### src/hw/rtl/spq_pkg.sv
// ============================================================================
// spq_pkg
// Types and codes shared by the sorted priority queue cells and top level.
// ============================================================================
package spq_pkg;

    localparam logic [1:0] OP_ENQ  = 2'd0;
    localparam logic [1:0] OP_DEQ  = 2'd1;
    localparam logic [1:0] OP_PEEK = 2'd2;

    localparam logic [1:0] ST_OK    = 2'd0;
    localparam logic [1:0] ST_FULL  = 2'd1;
    localparam logic [1:0] ST_EMPTY = 2'd2;

    localparam logic signed [31:0] EMPTY_VALUE = -32'sd1;

    typedef struct packed {
        logic [1:0]         op;
        logic signed [31:0] element;
        logic signed [31:0] priority_req;
    } t_req;

    typedef struct packed {
        logic signed [31:0] value;
        logic [1:0]         status;
        logic [4:0]         count;
    } t_rsp;

    typedef struct packed {
        logic signed [31:0] element;
        logic signed [31:0] prio;
    } t_entry;

    typedef struct packed {
        logic               enq;
        logic               deq;
        logic signed [31:0] key;
    } t_cell_ctrl;

    typedef struct packed {
        logic greater;
        logic open;
    } t_cell_flags;

endpackage

### src/hw/rtl/spq_cell.sv
// ============================================================================
// spq_cell
// One slot of the sorted chain: holds an entry, compares it with the request
// key, and loads from the new entry or a neighbor on enqueue or dequeue.
// ============================================================================
module spq_cell (
    input  logic                      i_clk,
    input  spq_pkg::t_cell_ctrl       i_ctrl,
    input  spq_pkg::t_entry           i_new,
    input  spq_pkg::t_entry           i_left,
    input  spq_pkg::t_entry           i_right,
    input  spq_pkg::t_cell_flags      i_left_flags,
    input  logic                      i_occ,
    output spq_pkg::t_entry           o_entry,
    output spq_pkg::t_cell_flags      o_flags
);

    spq_pkg::t_entry r_entry;
    spq_pkg::t_entry n_entry;
    logic            greater;

    assign greater         = i_occ && (r_entry.prio > i_ctrl.key);
    assign o_flags.greater = greater;
    assign o_flags.open    = greater || !i_occ;
    assign o_entry         = r_entry;

    always_comb begin
        n_entry = r_entry;
        if (i_ctrl.enq) begin
            if (i_left_flags.greater) begin
                n_entry = i_left;
            end else if (o_flags.open && !i_left_flags.open) begin
                n_entry = i_new;
            end
        end else if (i_ctrl.deq) begin
            n_entry = i_right;
        end
    end

    always_ff @(posedge i_clk) begin
        r_entry <= n_entry;
    end

endmodule

### src/hw/rtl/sorted_priority_queue_top.sv
// ============================================================================
// sorted_priority_queue_top
// Priority queue kept sorted in a chain of cells; ties leave in FIFO order.
//
// Request channel: a request (enqueue, dequeue or peek) is taken on a clock
// edge where start is high and busy is low. busy is always low, so one
// request can be taken every cycle.
// Result channel: one result per request, shown on o_rsp for exactly one
// cycle with o_done high, in the cycle after the request is taken. The
// receiver cannot hold results off.
// Throughput is 1 request per cycle: every cell compares its priority
// with the key and shifts in parallel in the same cycle.
// Configuration: i_cfg_data writes the capacity when i_cfg_valid is high;
// o_cfg_ready is always high. Capacity 0 acts as 1, above DEPTH as DEPTH.
// Reset (i_rst_n low, synchronous) empties the queue and sets capacity to
// 16; no clearing pass is needed.
// ============================================================================
module sorted_priority_queue_top #(
    parameter int DEPTH = 16
) (
    input  logic          i_clk,
    input  logic          i_rst_n,
    input  logic          start,
    output logic          busy,
    input  spq_pkg::t_req i_req,
    output logic          o_done,
    output spq_pkg::t_rsp o_rsp,
    input  logic          i_cfg_valid,
    output logic          o_cfg_ready,
    input  logic [4:0]    i_cfg_data
);

    localparam int CW = $clog2(DEPTH + 1);
    localparam int LW = CW + 5;

    logic [4:0]    r_cap;
    logic [CW-1:0] r_count;
    logic [CW-1:0] n_count;
    logic          r_done;
    spq_pkg::t_rsp r_rsp;
    spq_pkg::t_rsp n_rsp;

    logic [LW-1:0] cap_w;
    logic [LW-1:0] limit;
    logic [LW-1:0] count_w;
    logic          full;
    logic          empty;
    logic          accept;

    spq_pkg::t_cell_ctrl  ctrl;
    spq_pkg::t_entry      new_entry;
    spq_pkg::t_entry      entries [DEPTH];
    spq_pkg::t_cell_flags flags   [DEPTH];

    assign busy        = 1'b0;
    assign o_cfg_ready = 1'b1;
    assign accept      = start && !busy;

    assign cap_w   = {{CW{1'b0}}, r_cap};
    assign count_w = {5'd0, r_count};
    always_comb begin
        if (cap_w == '0) begin
            limit = LW'(1);
        end else if (cap_w > LW'(DEPTH)) begin
            limit = LW'(DEPTH);
        end else begin
            limit = cap_w;
        end
    end
    assign full  = count_w >= limit;
    assign empty = r_count == '0;

    assign ctrl.enq = accept && (i_req.op == spq_pkg::OP_ENQ) && !full;
    assign ctrl.deq = accept && (i_req.op == spq_pkg::OP_DEQ) && !empty;
    assign ctrl.key = i_req.priority_req;
    assign new_entry.element = i_req.element;
    assign new_entry.prio    = i_req.priority_req;

    for (genvar i = 0; i < DEPTH; i++) begin : g_cell
        spq_pkg::t_entry      left;
        spq_pkg::t_entry      right;
        spq_pkg::t_cell_flags left_flags;

        if (i == 0) begin : g_first
            assign left       = new_entry;
            assign left_flags = '0;
        end else begin : g_mid
            assign left       = entries[i-1];
            assign left_flags = flags[i-1];
        end
        if (i == DEPTH - 1) begin : g_last
            assign right = entries[i];
        end else begin : g_inner
            assign right = entries[i+1];
        end

        spq_cell u_cell (
            .i_clk        (i_clk),
            .i_ctrl       (ctrl),
            .i_new        (new_entry),
            .i_left       (left),
            .i_right      (right),
            .i_left_flags (left_flags),
            .i_occ        (r_count > CW'(i)),
            .o_entry      (entries[i]),
            .o_flags      (flags[i])
        );
    end

    always_comb begin
        logic [LW-1:0] cnt_ext;
        n_count = r_count;
        if (ctrl.enq) begin
            n_count = r_count + CW'(1);
        end else if (ctrl.deq) begin
            n_count = r_count - CW'(1);
        end
        cnt_ext      = {5'd0, n_count};
        n_rsp.value  = '0;
        n_rsp.status = spq_pkg::ST_OK;
        n_rsp.count  = cnt_ext[4:0];
        case (i_req.op)
            spq_pkg::OP_ENQ: begin
                if (full) begin
                    n_rsp.status = spq_pkg::ST_FULL;
                end
            end
            spq_pkg::OP_DEQ, spq_pkg::OP_PEEK: begin
                if (empty) begin
                    n_rsp.value  = spq_pkg::EMPTY_VALUE;
                    n_rsp.status = spq_pkg::ST_EMPTY;
                end else begin
                    n_rsp.value = entries[0].element;
                end
            end
            default: begin
                n_rsp.value = '0;
            end
        endcase
    end

    always_ff @(posedge i_clk) begin
        if (!i_rst_n) begin
            r_cap   <= 5'd16;
            r_count <= '0;
            r_done  <= 1'b0;
        end else begin
            if (i_cfg_valid && o_cfg_ready) begin
                r_cap <= i_cfg_data;
            end
            if (accept) begin
                r_count <= n_count;
            end
            r_done <= accept;
        end
    end

    always_ff @(posedge i_clk) begin
        if (accept) begin
            r_rsp <= n_rsp;
        end
    end

    assign o_done = r_done;
    assign o_rsp  = r_rsp;

endmodule
### config.mk
export PLATFORM = sky130hd
export DESIGN_NAME = sorted_priority_queue_top
export DESIGN_NICKNAME = d
export VERILOG_FILES = /design/src/hw/rtl/spq_pkg.sv /design/src/hw/rtl/spq_cell.sv /design/src/hw/rtl/sorted_priority_queue_top.sv
export SDC_FILE = /design/constraint.sdc
export NUM_CORES = 2
export LEC_CHECK = 0
export BUFFER_PORTS_ARGS = -buffer_cell sky130_fd_sc_hd__buf_2
export CORE_UTILIZATION = 38
export DETAILED_ROUTE_END_ITERATION = 8
export PLACE_DENSITY_LB_ADDON = 0.12
export SYNTH_ARGS = -nofsm -noshare
export SYNTH_HDL_FRONTEND = slang
export SYNTH_SLANG_ARGS = --single-unit
### constraint.sdc
create_clock -name i_clk -period 26 [get_ports i_clk]
set_clock_uncertainty 0.2 [all_clocks]
set_input_delay 5.2 -clock i_clk [delete_from_list [all_inputs] [get_ports i_clk]]
set_output_delay 5.2 -clock i_clk [all_outputs]
set_load 0.005 [all_outputs]
-- Word level (Yosys, flattened, before mapping)
Cells that the tools add are included.
- input bits: 75
- register bits after elaboration: 1074
- output and inout port bits: 42
- logic and storage cells: 266
- reductions and logical operators: 106
- mux-type cells: 69
- eq/ne operators: 17
- add/subtract/negate cells: 2
- magnitude comparators: 34
- operators by type and width (kind ; number):
    two-way mux 64 bit ; 61
    > comparator 32 bit ; 16
    != test 3 x 1 -> 1 bit (second input constant) ; 14
    > comparator 5 x 4 -> 1 bit (second input constant) ; 8
    logical AND 1 bit ; 35
    zero test 1 bit ; 33
    two-way mux 32 bit ; 1
    AND reduction 2 bit ; 16
    > comparator 5 x 3 -> 1 bit (second input constant) ; 4
    logical OR 1 bit ; 16
    two-way mux 5 bit ; 3
    >= comparator 5 x 10 -> 1 bit ; 1
    > comparator 5 x 1 -> 1 bit (second input constant) ; 2
    > comparator 5 x 2 -> 1 bit (second input constant) ; 2
    zero test 10 bit ; 1
    two-way mux 10 bit ; 1
    adder 5 x 1 -> 5 bit (second input constant) ; 1
    > comparator 5 bit (second input constant) ; 1
    zero test 5 bit ; 1
    subtractor 5 x 1 -> 5 bit (second input constant) ; 1
    case mux 2 bit (2 select lines) ; 1
    nonzero test 2 bit ; 2
    equality test 2 x 1 -> 1 bit (second input constant) ; 1
    equality test 2 bit (second input constant) ; 1
    5 further kinds ; 5

-- Longest topological paths before layout
- word-level depth: 8
- depth in mapped cells: 15
- gate-level depth less buffers: 12

-- Cells and area by module
Synthesis repeated with hierarchy kept, for this count alone.
- cell total of the unflattened synthesis: 6622
- area, all modules: 68236.7 µm²
- by module, submodules not included (module ; instances ; area an instance (µm²) ; seq. area each (µm²) ; cells an instance):
    spq_cell at g_cell[0].u_cell ... ; 13 ; 4116.4 ; 1921.8 ; 401
    spq_cell at g_cell[7].u_cell ... ; 3 ; 4100.2 ; 1921.8 ; 401
    sorted_priority_queue_top ; 1 ; 2422.3 ; 1391.3 ; 206

-- Worst setup path before layout
No wires, ideal clock.
- path kind: input -> register
- from: in i_req[9] in the netlist's numbering
- to: reg g_cell[2].u_cell.r_entry, in the netlist g_cell[2].u_cell.o_entry[0] (enable)
- slack: 13403 ps
- library setup time: 580 ps
- required time: 25220 ps
- buffers on the path: 1
- arrival time: 11817 ps
- cell stages on the path: 11
- path through: inv_1 -> ha_1 -> a21o_1 -> a21o_1 -> a221oi_1 -> o211ai_1 -> a21oi_1 -> mux2i_1 -> clkbuf_1 -> nor3b_1 -> o31ai_1
- cells in the longest elaborated chain, start to end: 7
- elaborated cells between the ends (all ways): 10
- those cells by class: order compare: 2; eq/ne: 1; reduce/logical: 7
- RTL lines (what ; RTL line ; source):
    start: declaration ; sorted_priority_queue_top.sv:25 ; input spq_pkg::t_req i_req,
    > comparator 32 bit ; spq_cell.sv:22 ; assign greater = i_occ && (r_entry.prio > i_ctrl.key);
    logical AND 1 bit ; spq_cell.sv:22 ;
    logical OR 1 bit ; spq_cell.sv:24 ; assign o_flags.open = greater || !i_occ;
    zero test 1 bit ; spq_cell.sv:32 ; end else if (o_flags.open && !i_left_flags.open) begin
    logical AND 1 bit ; spq_cell.sv:32 ;
    != test 3 x 1 -> 1 bit (no source line) * ; n/a ;
    AND reduction 2 bit (no source line) * ; n/a ;
    end signal: assignment ; spq_cell.sv:41 ; r_entry <= n_entry;
    end: declaration ; spq_cell.sv:18 ; spq_pkg::t_entry r_entry;
Every way passes the cells marked *; elsewhere a longest branch is shown, timed or not.
A chain may end at the register's enable or synchronous reset.

-- Worst setup path in the final report
- from: in i_req[23] in the netlist's numbering
- to: reg g_cell[15].u_cell.r_entry, in the netlist g_cell[15].u_cell.o_entry[24] (enable)
- cells in the longest elaborated chain, start to end: 7
- elaborated cells between the ends (all ways): 10
- those cells by class: order compare: 2; reduce/logical: 8
- RTL lines (what ; RTL line):
    > comparator 32 bit ; spq_cell.sv:22
    logical AND 1 bit ; spq_cell.sv:22
    logical OR 1 bit ; spq_cell.sv:24
    zero test 1 bit ; spq_cell.sv:32
    logical AND 1 bit ; spq_cell.sv:32
    nonzero test 2 bit (no source line) * ; n/a
    AND reduction 2 bit (no source line) * ; n/a
    end signal: assignment ; spq_cell.sv:41
    end: declaration ; spq_cell.sv:18
Marked as above.

==> impl_metrics.json <==
{
  "status": "finished, violations left",
  "violations": "DRC, capacitance limit",
  "startpoint_type": "primary input",
  "dr.pass1.iters": 9,
  "slowest_delay_ns": 1.03,
  "synth-edff-count": 1063,
  "synth_cell_type_count": 75,
  "htree_num_levels": 4,
  "wl_per_cell_um": 27.5,
  "crit_type": "primary input to register",
  "muxShareOfSynthArea_pct": 1.75,
  "core.rowCount": 149,
  "final_cell_mix": "nand2_1 (1253), edfxtp_1 (1063), o211ai_1 (906)",
  "grt_use_total_pct": 26.6,
  "maxSlewHeadroom_pct": 0.998,
  "grt_util_met1_pct": 37.4,
  "dieHeight_um": 411,
  "core_area_sq_mm": 0.165,
  "clock_latency_ns": 0.81,
  "path_buf_inv": 3,
  "ant_nets": 0,
  "power_leakage_nw": 25.5,
  "syn_inst": 6147,
  "finalHoldViolations": 0,
  "min_period_ns": 10.28,
  "post_cts_buffers": 0,
  "ys_seq_area_share_pct": 50.7,
  "avgSynthCellArea_sq_um": 10.3,
  "clock_path_buffers": 3,
  "synth_top_family_by_area": "simple AND/OR/NAND/NOR gates",
  "cts_buffers": 133,
  "cts-root-buf": "clkbuf_16",
  "max_freq_mhz": 97.3,
  "grt_max_degree": 226,
  "cts-hold-fix-buffers": 0,
  "worst_pin_slew_ns": 1.47,
  "cts_tree": "yes",
  "finalCritPeriodShare_pct": 39.5,
  "drive_gt1_share_pct": 8.27,
  "p_per_area_mw_per_mm2": 62.8,
  "crit_slowest_cell": "o31ai_1",
  "critical_path.cell_chain": "buf_2 > inv_1 > ha_1 > and3_1 > nand4_1 > or3_1 > o31ai_1 > nor4b_1 > a2111oi_0 > o311a_4 > buf_4",
  "crit_path_max_fanout": 33,
  "setup-tns-final_ns": 0,
  "grt_use_met2_pct": 41.5,
  "cts-resized-gates": 0,
  "grt_pass1_wl_mm": 337,
  "slew_violations": 0,
  "final_cell_count_no_fill": 8289,
  "vdd_drop_max_v": 0.0000744,
  "dp.cells": 8045,
  "endpoint_kind": "register",
  "grt-ovfl-total": 0,
  "fp.dieArea_sq_mm": 0.169,
  "setup_viol": 0,
  "cp_top_family": "compound AO/OA/AOI/OAI gates",
  "initial_core_util_pct": 38.4,
  "hold_class": "register to register",
  "max-cap-violations": 1,
  "synthArstFlopShare_pct": 0,
  "synthFlopType": "edfxtp_1",
  "nets": 6591,
  "rsz0062_at_grt": "no",
  "synthXorXnorAreaFrac_pct": 0.0414,
  "synth_compound_area_share_pct": 15.6,
  "rrSetupSlack_ns": 20.12,
  "vias_per_cell": 6.19,
  "io_buffers": 114,
  "grt_pass1_vias": 49200,
  "vias": 51300,
  "routed_wl_mm": 228,
  "gp_congestion": 0.959,
  "syn-num-nets": 6747,
  "boundaryPins": 117,
  "area_growth_pct": 10.3,
  "antenna_found_initial": 4,
  "mostFrequentLayoutCell": "nand2_1",
  "required_ns": 26.21,
  "grt-busiest-layer": "met2",
  "hpwl_mm": 146,
  "ys_seq_elements": 1074,
  "die_w_um": 411,
  "drt-initial-drc-count": 4742,
  "synth_area_sq_mm": 0.0634,
  "synth_fa_ha_area_share_pct": 10.4,
  "cts.sinks": 1074,
  "path_clk_slew_ns": 0.06,
  "yosys.area_share.simple_pct": 17.8,
  "yosys_warnings": 0,
  "critPathArrivalTime_ns": 10.49,
  "met3_usage_pct": 4.46,
  "drcViolationCount": 2
}
==> per-layer routing <==
layer / vias to the layer above / part of all wire, %
li1: 23300 / -
met1: 25900 / 45
met2: 1784 / 45
met3: 335 / 6.5
met4: 2 / 3.5
met5: - / 0.0048
==> synthesized netlist by cell type (all sizes together), types with 10 or more instances <==
cell / instances / area [sq um]
a211oi: 10 / 80.1
a21o: 69 / 518
a21oi: 209 / 1050
a221oi: 13 / 114
and2: 14 / 87.6
and4: 10 / 90.1
buf: 176 / 895
clkbuf: 327 / 1230
dfxtp: 11 / 220
edfxtp: 1063 / 31900
ha: 525 / 6570
inv: 76 / 285
mux2: 66 / 968
mux2i: 14 / 140
nand2: 1258 / 4720
nand2b: 11 / 68.8
nand3: 877 / 4390
nand4: 103 / 644
nor2: 38 / 145
nor2b: 28 / 175
nor3: 28 / 140
nor4: 28 / 196
o211ai: 906 / 6800
o21a: 37 / 278
o21ai: 76 / 380
o221ai: 15 / 131
or3: 70 / 438
==> through the flow <==
stage	power, W	area [sq um]	utilization [%]	worst slack [ns]	hold WS [ns]
3_5_place_dp	0.00258	65700	39.8	14.87	0.316
2_1_floorplan	0.00238	63400	-	13.40	0.283
6_report	0.00439	69900	42.3	15.72	0.334
4_1_cts	0.00442	69900	42.3	15.73	0.330
5_1_grt	0.00454	69900	42.3	15.69	0.367
3_3_place_gp	0.00257	65700	39.8	14.85	0.312
==> registers in the layout (all words and copies together) (netlist names) <==
name / flops
r_count: 5
o_done: 1
g_cell.u_cell.o_entry: 1024
r_cap: 5
o_rsp: 39
==> cell type report <==
type                            count  area, sq um
Antenna cell                        3         7.51
Clock buffer                      174         3550
Clock inverter                     67          626
Fill cell                       15900        95400
Inverter                           76          285
Multi-Input combinational cell   4494        29200
Sequential cell                  1074        32100
Tap cell                         2189         2740
Timing Repair Buffer              212         1340
==> cells by family after synthesis <==
kind of cell               count (synthesis)
AOI/OAI and AO/OA                       1397
xor gates and xnor gates                   3
adders and majority gates                525
buffers and inverters                    579
DFF                                     1074
muxes                                     80
other                                      2
and+or+nand+nor                         2487
==> report_power, final <==
group / internal, W / switching [W]
Combinational: 0.000156 / 0.000370
Sequential: 0.00199 / 0.0000403
Clock: 0.00103 / 0.000803
Total: 0.00317 / 0.00121
==> final timing paths <==
| path | from | endpoint | depth (start not counted) |
|---|---|---|---|
| hold reg to reg | r_cap[0] | r_cap[0] | 2 |
| hold / removal | r_cap[0] | r_cap[0] | 2 |
| setup / recovery | i_req[23] | g_cell[15].u_cell.o_entry[24] | 11 |
| setup reg to reg | r_cap[1] | g_cell[7].u_cell.o_entry[54] | 12 |
==> worst min-delay path, delay by kind of cell (launching register included) <==
| family | cells | cell delay, ns |
|---|---|---|
| DFF | 1 | 0.31 |
| muxes | 1 | 0.12 |
| and+or+nand+nor | 1 | 0.06 |
(Power assumes the default switching activity.)
